`config.mk`:
```
export PLATFORM = sky130hd
export DESIGN_NAME = nearest_neighbor_fit_downscaler_unit
export DESIGN_NICKNAME = d
export VERILOG_FILES = /design/src/hw/rtl/nnfd_pkg.sv /design/src/hw/rtl/nearest_neighbor_fit_downscaler_unit.sv /design/src/hw/rtl/nnfd_divider.sv /design/src/hw/rtl/nnfd_datapath.sv /design/src/hw/rtl/nnfd_ctrl.sv
export SDC_FILE = /design/constraint.sdc
export NUM_CORES = 2
export LEC_CHECK = 0
export ABC_AREA = 0
export BUFFER_PORTS_ARGS = -buffer_cell sky130_fd_sc_hd__buf_2
export CAP_MARGIN = 40
export CELL_PAD_IN_SITES_DETAIL_PLACEMENT = 0
export CELL_PAD_IN_SITES_GLOBAL_PLACEMENT = 1
export CORE_ASPECT_RATIO = 0.7
export CORE_MARGIN = 1
export CORE_UTILIZATION = 46
export DETAILED_ROUTE_END_ITERATION = 10
export PLACE_DENSITY_LB_ADDON = 0.2
export REMOVE_ABC_BUFFERS = 1
export SLEW_MARGIN = 15
export SYNTH_ARGS = -nofsm -noshare
export SYNTH_HDL_FRONTEND = slang
export SYNTH_HIERARCHICAL = 1
export SYNTH_SLANG_ARGS = --single-unit
export TNS_END_PERCENT = 30
```
`constraint.sdc`:
```
create_clock -name clk_i -period 8.2 [get_ports clk_i]
set_clock_uncertainty 0.2 [all_clocks]
set_input_delay 0.41 -clock clk_i [delete_from_list [all_inputs] [get_ports clk_i]]
set_output_delay 0.41 -clock clk_i [all_outputs]
set_load 0.1 [all_outputs]
```
`src/hw/rtl/nnfd_pkg.sv`:
```
// Shared types, constants and configuration indexes for the fit downscaler.
package nnfd_pkg;

  localparam int unsigned MaxDim = 4096;
  localparam int unsigned DimW   = 13;
  localparam int unsigned CntW   = 12;
  localparam int unsigned PixW   = 32;
  localparam int unsigned IdxW   = 2;

  localparam logic [IdxW-1:0] RegSrcWidth  = 2'd0;
  localparam logic [IdxW-1:0] RegSrcHeight = 2'd1;
  localparam logic [IdxW-1:0] RegTarget    = 2'd2;

  // commands from controller to datapath
  typedef struct packed {
    logic restart;     // clear all counts
    logic setup_start; // reset output counts, set the long fitted side to the clamped target
    logic div_start;   // start a division with selected operands
    logic [1:0] div_sel; // operand selection
    logic div_capture; // capture quotient into selected target
    logic pixel_take;  // process one pixel
  } cmd_t;

  localparam logic [1:0] SelFitH = 2'd0; // t*h/w
  localparam logic [1:0] SelFitW = 2'd1; // t*w/h
  localparam logic [1:0] SelCol  = 2'd2; // next source column
  localparam logic [1:0] SelRow  = 2'd3; // next source row

  typedef struct packed {
    logic dims_zero;   // a source side is zero
    logic fit_done;    // fitted sizes valid for the current frame
    logic wide;        // source wider than tall
    logic div_busy;
    logic need_col;    // a new column pick is pending
    logic need_row;    // a new row pick is pending
  } status_t;

  function automatic logic [DimW-1:0] clamp_dim(input logic [DimW-1:0] v);
    return (v > DimW'(MaxDim)) ? DimW'(MaxDim) : v;
  endfunction

endpackage

```
`src/hw/rtl/nearest_neighbor_fit_downscaler_unit.sv`:
```
// Top level of the nearest-neighbour fit downscaler.
// Channels: cfg (index, data) writes source width, source height, target size;
// a write to one of these restarts the frame. Pixels enter on in_valid_i/in_ready_o
// in raster order; selected pixels leave on out_valid_o/out_ready_i with output
// column, row and a last-of-frame flag in the cycle after the accepting transfer.
// Throughput: at frame start the fitted side is found by a 26-step serial
// divide before the first pixel is taken. After each emitted pixel the next
// sample column (and on a row wrap also the row) is computed by the same
// divider; skipped pixels go at one per cycle while the output is free.
// Pass-through frames run at one pixel per cycle after setup while the
// receiver is ready. The output register holds one result; while the
// receiver stalls with a result waiting, no new pixel is taken.
// Reset clears sizes, counts and the output valid; nothing is emitted until
// sizes are set.
module nearest_neighbor_fit_downscaler_unit (
  input  logic                          clk_i,
  input  logic                          rst_ni,
  input  logic                          cfg_valid_i,
  output logic                          cfg_ready_o,
  input  logic [nnfd_pkg::IdxW-1:0]     cfg_index_i,
  input  logic [nnfd_pkg::DimW-1:0]     cfg_data_i,
  input  logic                          in_valid_i,
  output logic                          in_ready_o,
  input  logic [nnfd_pkg::PixW-1:0]     pixel_in_i,
  output logic                          out_valid_o,
  input  logic                          out_ready_i,
  output logic [nnfd_pkg::PixW-1:0]     pixel_out_o,
  output logic [nnfd_pkg::CntW-1:0]     out_column_o,
  output logic [nnfd_pkg::CntW-1:0]     out_row_o,
  output logic                          frame_last_o
);
  nnfd_pkg::cmd_t    cmd;
  nnfd_pkg::status_t status;
  logic cfg_we;
  logic cfg_known;
  logic out_free;

  assign cfg_ready_o = 1'b1;
  assign cfg_we = cfg_valid_i;
  // unmapped indexes are ignored and leave the frame running
  assign cfg_known = cfg_index_i <= nnfd_pkg::RegTarget;
  assign out_free = !out_valid_o || out_ready_i;

  nnfd_ctrl u_ctrl (
    .clk_i, .rst_ni,
    .cfg_we_i   (cfg_we),
    .cfg_known_i(cfg_known),
    .in_valid_i,
    .in_ready_o,
    .out_free_i (out_free),
    .status_i   (status),
    .cmd_o      (cmd)
  );

  nnfd_datapath u_dp (
    .clk_i, .rst_ni,
    .cmd_i     (cmd),
    .status_o  (status),
    .cfg_we_i  (cfg_we),
    .cfg_idx_i (cfg_index_i),
    .cfg_data_i,
    .pixel_in_i,
    .out_ready_i,
    .out_valid_o,
    .pixel_out_o,
    .out_column_o,
    .out_row_o,
    .frame_last_o
  );
endmodule

```
`src/hw/rtl/nnfd_divider.sv`:
```
// Restoring divider, one quotient bit per cycle, for fitted sizes and sampling positions.
module nnfd_divider (
  input  logic                           clk_i,
  input  logic                           rst_ni,
  input  logic                           start_i,
  input  logic [2*nnfd_pkg::DimW-1:0]    dividend_i,
  input  logic [nnfd_pkg::DimW-1:0]      divisor_i,
  output logic                           busy_o,
  output logic [2*nnfd_pkg::DimW-1:0]    quot_o
);
  localparam int unsigned NW = 2 * nnfd_pkg::DimW;
  localparam int unsigned CW = $clog2(NW + 1);

  logic [NW-1:0] quot_q, quot_d;
  logic [nnfd_pkg::DimW:0] rem_q, rem_d;
  logic [CW-1:0] cnt_q, cnt_d;
  logic busy_q, busy_d;
  logic [nnfd_pkg::DimW-1:0] dvs_q, dvs_d;
  logic [nnfd_pkg::DimW:0] trial;

  always_comb begin
    quot_d = quot_q;
    rem_d  = rem_q;
    cnt_d  = cnt_q;
    busy_d = busy_q;
    dvs_d  = dvs_q;
    trial  = {rem_q[nnfd_pkg::DimW-1:0], quot_q[NW-1]};
    if (start_i) begin
      quot_d = dividend_i;
      rem_d  = '0;
      dvs_d  = divisor_i;
      cnt_d  = CW'(NW);
      busy_d = 1'b1;
    end else if (busy_q) begin
      if (trial >= {1'b0, dvs_q}) begin
        rem_d  = trial - {1'b0, dvs_q};
        quot_d = {quot_q[NW-2:0], 1'b1};
      end else begin
        rem_d  = trial;
        quot_d = {quot_q[NW-2:0], 1'b0};
      end
      cnt_d = cnt_q - 1'b1;
      if (cnt_q == CW'(1)) busy_d = 1'b0;
    end
  end

  always_ff @(posedge clk_i or negedge rst_ni) begin
    if (!rst_ni) begin
      busy_q <= 1'b0;
      cnt_q  <= '0;
    end else begin
      busy_q <= busy_d;
      cnt_q  <= cnt_d;
    end
  end

  always_ff @(posedge clk_i) begin
    quot_q <= quot_d;
    rem_q  <= rem_d;
    dvs_q  <= dvs_d;
  end

  assign busy_o = busy_q;
  assign quot_o = quot_q;
endmodule

```
`src/hw/rtl/nnfd_datapath.sv`:
```
// Counters, fitted sizes, divider operand selection and output register.
module nnfd_datapath (
  input  logic                          clk_i,
  input  logic                          rst_ni,
  input  nnfd_pkg::cmd_t                cmd_i,
  output nnfd_pkg::status_t             status_o,
  input  logic                          cfg_we_i,
  input  logic [nnfd_pkg::IdxW-1:0]     cfg_idx_i,
  input  logic [nnfd_pkg::DimW-1:0]     cfg_data_i,
  input  logic [nnfd_pkg::PixW-1:0]     pixel_in_i,
  input  logic                          out_ready_i,
  output logic                          out_valid_o,
  output logic [nnfd_pkg::PixW-1:0]     pixel_out_o,
  output logic [nnfd_pkg::CntW-1:0]     out_column_o,
  output logic [nnfd_pkg::CntW-1:0]     out_row_o,
  output logic                          frame_last_o
);
  localparam int unsigned DW = nnfd_pkg::DimW;
  localparam int unsigned CW = nnfd_pkg::CntW;

  logic [DW-1:0] sw_q, sh_q, ts_q;
  logic [DW-1:0] w, h, t;
  logic [DW-1:0] fw_q, fh_q;
  logic          pt_q;
  logic          fit_done_q;
  logic [DW-1:0] scol_q, srow_q, ocol_q, orow_q, ncol_q, nrow_q;
  logic          need_col_q, need_row_q;
  logic [2*DW-1:0] dvd;
  logic [DW-1:0]   dvs;
  logic            div_busy;
  logic [2*DW-1:0] quot;
  logic [DW-1:0]   quot_c;
  logic            ov_q;
  logic [nnfd_pkg::PixW-1:0] pix_q;
  logic [CW-1:0] oc_q, orr_q;
  logic          last_q;

  assign w = nnfd_pkg::clamp_dim(sw_q);
  assign h = nnfd_pkg::clamp_dim(sh_q);
  assign t = nnfd_pkg::clamp_dim(ts_q);

  always_comb begin
    unique case (cmd_i.div_sel)
      nnfd_pkg::SelFitH: begin dvd = (2*DW)'(t) * (2*DW)'(h);      dvs = w; end
      nnfd_pkg::SelFitW: begin dvd = (2*DW)'(t) * (2*DW)'(w);      dvs = h; end
      nnfd_pkg::SelCol:  begin dvd = (2*DW)'(ocol_q) * (2*DW)'(w); dvs = fw_q; end
      default:           begin dvd = (2*DW)'(orow_q) * (2*DW)'(h); dvs = fh_q; end
    endcase
  end

  nnfd_divider u_div (
    .clk_i, .rst_ni,
    .start_i   (cmd_i.div_start),
    .dividend_i(dvd),
    .divisor_i (dvs),
    .busy_o    (div_busy),
    .quot_o    (quot)
  );
  assign quot_c = quot[DW-1:0];

  // match against the pending sample point
  logic hit, emit, col_wrap, row_wrap;
  logic [DW-1:0] ocol_inc;
  assign hit = (fw_q != '0) && (fh_q != '0) && (orow_q < fh_q) && (ocol_q < fw_q)
               && (srow_q == nrow_q) && (scol_q == ncol_q);
  assign emit = pt_q || hit;
  assign ocol_inc = ocol_q + 1'b1;
  assign col_wrap = (scol_q + 1'b1) >= w;
  assign row_wrap = (srow_q + 1'b1) >= h;

  logic [DW-1:0] fw_new, fh_new;
  always_comb begin
    fw_new = fw_q;
    fh_new = fh_q;
    if (w > h) fh_new = quot_c; else fw_new = quot_c;
  end

  always_ff @(posedge clk_i or negedge rst_ni) begin
    if (!rst_ni) begin
      sw_q <= '0; sh_q <= '0; ts_q <= '0;
      fw_q <= '0; fh_q <= '0; pt_q <= 1'b0;
      fit_done_q <= 1'b0;
      scol_q <= '0; srow_q <= '0; ocol_q <= '0; orow_q <= '0;
      ncol_q <= '0; nrow_q <= '0;
      need_col_q <= 1'b0; need_row_q <= 1'b0;
      ov_q <= 1'b0;
    end else begin
      if (cmd_i.pixel_take) ov_q <= emit;
      else if (out_valid_o && out_ready_i) ov_q <= 1'b0;
      if (cfg_we_i) begin
        unique case (cfg_idx_i)
          nnfd_pkg::RegSrcWidth:  sw_q <= cfg_data_i;
          nnfd_pkg::RegSrcHeight: sh_q <= cfg_data_i;
          nnfd_pkg::RegTarget:    ts_q <= cfg_data_i;
          default: ;
        endcase
      end
      if (cmd_i.restart) begin
        scol_q <= '0; srow_q <= '0; ocol_q <= '0; orow_q <= '0;
        ncol_q <= '0; nrow_q <= '0;
        need_col_q <= 1'b0; need_row_q <= 1'b0;
        fit_done_q <= 1'b0;
      end
      if (cmd_i.setup_start) begin
        ocol_q <= '0; orow_q <= '0; ncol_q <= '0; nrow_q <= '0;
        need_col_q <= 1'b0; need_row_q <= 1'b0;
        fit_done_q <= 1'b0;
        if (t == '0) begin
          fw_q <= '0; fh_q <= '0; pt_q <= 1'b0;
        end else if (w > h) begin
          fw_q <= t;
        end else begin
          fh_q <= t;
        end
      end
      if (cmd_i.div_capture) begin
        unique case (cmd_i.div_sel)
          nnfd_pkg::SelFitH, nnfd_pkg::SelFitW: begin
            fw_q <= fw_new; fh_q <= fh_new;
            pt_q <= (fw_new >= w) && (fh_new >= h);
            fit_done_q <= 1'b1;
          end
          nnfd_pkg::SelCol: begin ncol_q <= quot_c; need_col_q <= 1'b0; end
          default:          begin nrow_q <= quot_c; need_row_q <= 1'b0; end
        endcase
      end
      if (cmd_i.pixel_take) begin
        if (!pt_q && hit) begin
          if (ocol_inc >= fw_q) begin
            ocol_q <= '0;
            orow_q <= orow_q + 1'b1;
            need_row_q <= 1'b1;
          end else begin
            ocol_q <= ocol_inc;
          end
          need_col_q <= 1'b1;
        end
        if (col_wrap) begin
          scol_q <= '0;
          srow_q <= row_wrap ? '0 : srow_q + 1'b1;
          // last source pixel: the next one starts a new frame
          if (row_wrap) fit_done_q <= 1'b0;
        end else begin
          scol_q <= scol_q + 1'b1;
        end
      end
    end
  end

  always_ff @(posedge clk_i) begin
    if (cmd_i.pixel_take && emit) begin
      pix_q <= pixel_in_i;
      if (pt_q) begin
        oc_q <= scol_q[CW-1:0];
        orr_q <= srow_q[CW-1:0];
        last_q <= (scol_q == w - 1'b1) && (srow_q == h - 1'b1);
      end else begin
        oc_q <= ocol_q[CW-1:0];
        orr_q <= orow_q[CW-1:0];
        last_q <= (ocol_q == fw_q - 1'b1) && (orow_q == fh_q - 1'b1);
      end
    end
  end

  assign status_o.dims_zero   = (w == '0) || (h == '0);
  assign status_o.fit_done    = fit_done_q;
  assign status_o.wide        = w > h;
  assign status_o.div_busy    = div_busy;
  assign status_o.need_col    = need_col_q;
  assign status_o.need_row    = need_row_q;

  assign out_valid_o  = ov_q;
  assign pixel_out_o  = pix_q;
  assign out_column_o = oc_q;
  assign out_row_o    = orr_q;
  assign frame_last_o = last_q;
endmodule

```
`src/hw/rtl/nnfd_ctrl.sv`:
```
// Controller: frame setup, sample-point divisions and pixel acceptance.
module nnfd_ctrl (
  input  logic              clk_i,
  input  logic              rst_ni,
  input  logic              cfg_we_i,
  input  logic              cfg_known_i,
  input  logic              in_valid_i,
  output logic              in_ready_o,
  input  logic              out_free_i,
  input  nnfd_pkg::status_t status_i,
  output nnfd_pkg::cmd_t    cmd_o
);
  localparam logic [1:0] StIdle  = 2'd0;
  localparam logic [1:0] StFit   = 2'd1;
  localparam logic [1:0] StPick  = 2'd2;
  localparam logic [1:0] StPickW = 2'd3;

  logic [1:0] state_q, state_d;
  logic [1:0] sel_q, sel_d;
  logic ready;

  // pixel may be taken in idle, output free, no config write, frame set up and no pick pending (or a size zero)
  assign ready = (state_q == StIdle) && out_free_i && !cfg_we_i &&
                 (status_i.dims_zero || (status_i.fit_done &&
                  !status_i.need_col && !status_i.need_row));
  assign in_ready_o = ready;

  always_comb begin
    state_d = state_q;
    sel_d   = sel_q;
    cmd_o   = '0;
    cmd_o.div_sel = sel_q;
    if (cfg_we_i && cfg_known_i) begin
      cmd_o.restart = 1'b1;
      state_d = StIdle;
    end else begin
      unique case (state_q)
        StIdle: begin
          if (ready && in_valid_i) begin
            cmd_o.pixel_take = !status_i.dims_zero;
            cmd_o.restart    = status_i.dims_zero;
          end else if (!status_i.dims_zero && !status_i.fit_done && in_valid_i) begin
            cmd_o.setup_start = 1'b1;
            state_d = StFit;
          end else if (status_i.need_col) begin
            sel_d = nnfd_pkg::SelCol; state_d = StPick;
          end else if (status_i.need_row) begin
            sel_d = nnfd_pkg::SelRow; state_d = StPick;
          end
        end
        StFit: begin
          // the shorter side is the one divided down
          sel_d = status_i.wide ? nnfd_pkg::SelFitH : nnfd_pkg::SelFitW;
          state_d = StPick;
        end
        StPick: begin
          cmd_o.div_start = 1'b1;
          state_d = StPickW;
        end
        StPickW: begin
          if (!status_i.div_busy) begin
            cmd_o.div_capture = 1'b1;
            state_d = StIdle;
          end
        end
      endcase
    end
  end

  always_ff @(posedge clk_i or negedge rst_ni) begin
    if (!rst_ni) begin
      state_q <= StIdle;
      sel_q   <= nnfd_pkg::SelFitH;
    end else begin
      state_q <= state_d;
      sel_q   <= sel_d;
    end
  end
endmodule

```
Word level (Yosys, flattened, before mapping)
Cells that the tools add are included.
{"block": "totals", "inputBits": 52, "latch_bits": 0, "output_inout_bits": 60, "mem_bits_rw": 0, "reg_bits": 267, "mem_count": 0, "rom_bits": 0}
{"block": "classes", "addsub": 10, "shifts": 0, "eq_ne": 20, "n_bitwise": 1, "n_mux": 105, "multipliers": 4, "n_div": 0, "reduce_logical": 50, "magnitude_cmp": 13}
{"cell": "two-way mux 13 bit", "count": 41}
{"cell": "multiplier 13 x 13 -> 26 bit", "count": 4}
{"cell": "equality test 13 bit", "count": 6}
{"cell": "one-hot mux 26 bit (3 select lines)", "count": 1}
{"cell": "greater-or-equal comparator 13 bit", "count": 5}
{"cell": "adder 13 x 1 -> 13 bit, second input constant", "count": 4}
{"cell": "two-way mux 26 bit", "count": 2}
{"cell": "subtractor 13 x 1 -> 13 bit, second input constant", "count": 4}
{"cell": "two-way mux 1 bit", "count": 41}
{"cell": "greater-than comparator 13 bit, second input constant", "count": 3}
{"cell": "logical NOT 13 bit", "count": 3}
{"cell": "one-hot mux 13 bit (3 select lines)", "count": 1}
{"cell": "less-than comparator 13 bit", "count": 2}
{"cell": "two-way mux 2 bit", "count": 13}
{"cell": "nonzero test 13 bit", "count": 2}
{"cell": "two-way mux 12 bit", "count": 2}
{"cell": "logical AND 1 bit", "count": 20}
{"cell": "greater-or-equal comparator 14 x 13 -> 1 bit", "count": 1}
{"cell": "greater-than comparator 13 bit", "count": 1}
{"cell": "subtractor 13 bit", "count": 1}
{"cell": "two-way mux 5 bit", "count": 2}
{"cell": "equality test 2 bit, second input constant", "count": 4}
{"cell": "one-hot mux 2 bit (4 select lines)", "count": 1}
{"cell": "nonzero test 2 bit", "count": 4}
{"cell": "18 further kinds", "count": 35}

Depth between registers and ports, before layout
{"block": "depth", "depth_word": 18, "mapped_depth": 30, "ltp_nobuf": 28}

Modules after synthesis
The synthesis kept the hierarchy.
{"mod": "nnfd_datapath", "area_each_um2": 36422.4, "n_inst": 1, "cells_per_inst": 4184}
{"mod": "nnfd_divider", "area_each_um2": 2981.6, "n_inst": 1, "cells_per_inst": 249}
{"mod": "nnfd_ctrl", "area_each_um2": 414.1, "n_inst": 1, "cells_per_inst": 43}
{"mod": "nearest_neighbor_fit_downscaler_unit", "area_each_um2": 21.3, "n_inst": 1, "cells_per_inst": 4}

Least setup slack after synthesis
OpenSTA, ideal clock, no wires.
{"block": "synth_timing", "path_type": "register to register", "from": "register u_dp.sw_q[5]", "to": "register u_dp.last_q, in the netlist u_dp/frame_last_o (enable)", "path_stages_with_launch": 17, "t_arrival_ns": 7.722, "path_slack_ns": -0.283, "n_path_buf": 3, "setup_ns": 0.562, "t_required_ns": 7.438, "path_cell_list": "dfrtp_1 nor4_2 nand2_1 nor4_2 nand2b_1 nand2_1 and2_1 clkbuf_1 inv_1 buf_1 ha_1 nand3_1 o41ai_1 o2111ai_1 nor2_1 clkbuf_1 a21boi_0"}
{"element": "start: declaration", "line": "nnfd_datapath.sv:21", "text": "logic [DW-1:0] sw_q, sh_q, ts_q;"}
{"element": "start signal: assignment", "line": "nnfd_datapath.sv:92", "text": "nnfd_pkg::RegSrcWidth: sw_q <= cfg_data_i;"}
{"element": "end signal: assignment", "line": "nnfd_datapath.sv:156", "text": "last_q <= (scol_q == w - 1'b1) && (srow_q == h - 1'b1);"}
{"element": "end signal: assignment", "line": "nnfd_datapath.sv:160", "text": "last_q <= (ocol_q == fw_q - 1'b1) && (orow_q == fh_q - 1'b1);"}
{"element": "end: declaration", "line": "nnfd_datapath.sv:36", "text": "logic last_q;"}

Worst setup path in the final report
{"block": "layout_timing", "from": "register u_dp.sw_q[7]", "to": "register u_dp.u_div.quot_q[25], in the netlist u_dp/u_div/quot_o[25], data pin"}
{"block": "layout_between", "elab_chain_len": 5, "word_cells_on_any_way": 6}
{"element": "greater-than comparator 13 bit", "line": "nnfd_pkg.sv:39", "text": "return (v > DimW'(MaxDim)) ? DimW'(MaxDim) : v;"}
{"element": "two-way mux 13 bit (*)", "line": "nnfd_pkg.sv:39"}
{"element": "multiplier 13 x 13 -> 26 bit, on equally long branches", "line": "nnfd_datapath.sv:46, nnfd_datapath.sv:45"}
{"element": "one-hot mux 26 bit (3 select lines) (*)", "line": "nnfd_datapath.sv:43", "text": "unique case (cmd_i.div_sel)"}
{"element": "named net u_dp.dvd[25]", "line": "nnfd_datapath.sv:28", "text": "logic [2*DW-1:0] dvd;"}
{"element": "two-way mux 26 bit (*)", "line": "nnfd_divider.sv:28", "text": "if (start_i) begin"}
{"element": "named net u_dp.u_div.quot_d[25]", "line": "nnfd_divider.sv:14", "text": "logic [NW-1:0] quot_q, quot_d;"}
{"element": "end signal: assignment", "line": "nnfd_divider.sv:58", "text": "quot_q <= quot_d;"}
{"element": "end: declaration", "line": "nnfd_divider.sv:14"}
Mark *: on every way through the listed nets, which the timed path passes. The rest lies on a longest branch.
A chain may end at the register's enable or synchronous reset.

==> out/qor.txt <==
Number of placed I/O pins: 112
Gate power share: 64.8%
Via count: 32700
CTS tree: yes
Synth Flop Type: dfrtp_1
Largest net degree at the start of global routing: 60
Synth Area per Inst: 8.89 sq um
Fmax: 0.128 GHz
Post-synth EDFFs: 96
PnR worst setup slack: 0.362 ns
Total CTS buffers: 30
1st-pass router iterations: 5
Routed len/inst: 24.0 um
Area growth syn-to-layout: 10.4%
Final HPWL DP: 110 mm
Inst Count DP: 5659
CTS Buffer Depth: 3
Initial antenna violation count: 7
Worst skew pair latency: 0.64 ns
CTS sink cnt: 267
Critical Path End: u_dp/u_div/quot_o[25]$_DFFE_PP_
Fin cells: 5768
Gr usage total: 31.8%
Asr flop ratio synth: 59.2%
Setup tns final: 0 ns
Register share of total power: 20.4%
CP startpoint kind: register
WP data arrival: 7.99 ns
Psw: 5.05 mW
Reg clk slew, reported paths: 0.06 ns
Most common cell on crit path: fa_1
Site Rows: 89
Placer congestion estimate: 0.964
Commonest non-fill, non-tap cell in the layout: inv_1
Status: finished, final reports clean
# DRC: 0
Static Leak: 21.7 nW
Max-cap viol count: 0
Worst-Margin Slew: 0.968 ns
Mapped cell area: 39800 sq um
Final Slew Violations: 0
Dpl cell area: 42300 sq um
Reg2Reg Capture Point: u_dp/u_div/quot_o[25]$_DFFE_PP_
Reg2reg start: u_dp/sw_q[7]$_DFFE_PN0P_
Detailed Route WL: 138 mm
Core Util, Final: 51.7%
Worst Hold Depth: 3
CP Max Fanout: 7
P_int: 5.05 mW
Post-Layout Inst Area: 44000 sq um
Die area: 87800 sq um
Reg area: 7100 sq um
RSZ-0062 raised after global routing: false
Detailed Route Iter0 Violations: 3250
Multi-input logic area: 29000 sq um
Minimum clock period: 7.84 ns
Mapped Cells: 4480
Nets: 5558
Pre-CTS WS: 0.0871 ns
Synth unique cells: 93
Root buf cell: clkbuf_16
Worst r2r path cells: 28
Final Setup Violations: 0
Most frequent cells in the layout: 745 x inv_1, 579 x nand2_1, 485 x fa_1, 416 x ha_1, 341 x nor2_1
Max-slew headroom: 35.4%
Post-route clock period utilization: 95.6%
Clock share of power: 14.9%
Fillers: 8011
Die W: 354 um
Worst vdd ir: 0.244 mV
Number of port buffers: 110
Core box area: 85000 sq um
Crit-path slowest cell: fa_1
WS Path Type: register to register
Final hold vios: 0
Crit. End Element: register
Worst path required time: 8.35 ns
Total gr overflow: 0
Crit path launch: u_dp/sw_q[7]$_DFFE_PN0P_
Ys Warns: 6
Sequential element share of the synthesized area: 17.8%
FF-to-FF setup slack: 0.36 ns
Net Sw Frac: 50.0%
Worst min path class: primary input to register
Largest register FFs: 32
Vias in the first global route: 31600
Vias per inst: 5.67
Die Ht: 248 um
Synth Register Bits: 267
CTS H-Tree Depth: 1
Starting Density: 46.9%
Post-route ant nets: 0
CP max stage delay: 0.51 ns
First-pass GRT wire length: 209 mm
Share of layout cells above drive strength 1: 12.0%
Pwr Density: 230 nW/um^2
==> stage by stage <==
step | power, mW | hold WS, ns
floorplan | 6.15 | -0.0856
global placement | 8.39 | 0.198
detailed placement | 8.42 | 0.196
CTS | 9.98 | 0.0454
global route | 10.8 | 0.0622
finish | 10.1 | 0.0594
==> routing by layer <==
metal	global-route usage (%)	up-vias	share of wire (%)
li1	-	14700	-
met1	48.2	16500	46
met2	47.2	1386	42
met3	5.79	168	10
met4	5.86	0	2.0
met5	0	-	0
==> Yosys cell counts (34+ instances only) <==
cell,number,area share [%]
and3_1,35,0.55
nand3_1,79,0.99
mux2_2,106,3.0
inv_1,746,7.0
nand2b_1,41,0.64
xnor2_1,137,3.0
nand2_1,579,5.5
and2_1,95,1.5
nor3_1,40,0.50
clkbuf_1,204,1.9
a21oi_1,118,1.5
nor2_1,343,3.2
o21a_1,34,0.64
edfxtp_1,96,7.2
dfrtp_1,158,9.9
xor2_1,72,1.6
a21o_1,55,1.0
o21ai_0,117,1.5
fa_1,485,24
nor2b_1,57,0.90
ha_1,416,13
==> logic make-up (layout without fill, tap and decap cells) <==
family	Yosys count	count (layout)	synth area share [%]
flops	267	267	17.8
buf+inv	1013	1162	9.76
simple gates	1394	1394	16.1
mux	147	147	4.92
xor+xnor	209	209	4.59
fa+ha+maj	901	901	37.4
compound gates	548	548	9.38
other cells	1	3	0.00941
==> how the worst min path moves through the flow <==
| stage | from | end |
|---|---|---|
| after global routing | cfg_index_i[0] | u_dp/sw_q[10]$_DFFE_PN0P_ |
| after detailed placement | rst_ni | u_dp/ocol_q[11]$_DFF_PN0_ |
| after CTS | cfg_index_i[1] | u_dp/sw_q[8]$_DFFE_PN0P_ |
| final | cfg_index_i[1] | u_dp/sw_q[8]$_DFFE_PN0P_ |
| after floorplan | rst_ni | u_ctrl/sel_q[0]$_DFFE_PN0P_ |
| after global placement | rst_ni | u_dp/ocol_q[11]$_DFF_PN0_ |
==> power by group through the flow <==
| stage | Combinational [mW] | Clock (mW) | Sequential (mW) |
|---|---|---|---|
| global route | 7.19 | 1.55 | 2.06 |
| detailed placement | 6.37 | 0 | 2.05 |
| global placement | 6.34 | 0 | 2.05 |
| finish | 6.55 | 1.50 | 2.06 |
| CTS | 6.44 | 1.51 | 2.02 |
| floorplan | 4.23 | 0 | 1.92 |
==> what timing repair did <==
action | CTS | global route
hold buffers | 47 | 0
gates resized for setup | 0 | 7
hold endpoints to repair | 131 | 0
setup endpoints to repair | 0 | 8
buffers inserted | 0 | 1
==> critical path: cells and delay by family, from the launching register on <==
kind,cells,cell delay [ns]
buf+inv,6,0.72
compound gates,6,1.17
flops,1,0.45
simple gates,9,2.30
mux,1,0.28
fa+ha+maj,6,2.48
==> area by class of cell <==
class | count | share of cell area (%)
Multi-Input combinational cell | 3200 | 65.9
Tap cell | 1137 | 3.24
Clock inverter | 20 | 0.600
Timing Repair Buffer | 347 | 5.81
Timing Repair inverter | 1 | 0.0114
Clock buffer | 36 | 1.83
Sequential cell | 267 | 16.2
Antenna cell | 2 | 0.0114
Inverter | 758 | 6.48
No activity file was read; power rests on OpenSTA's default activity.
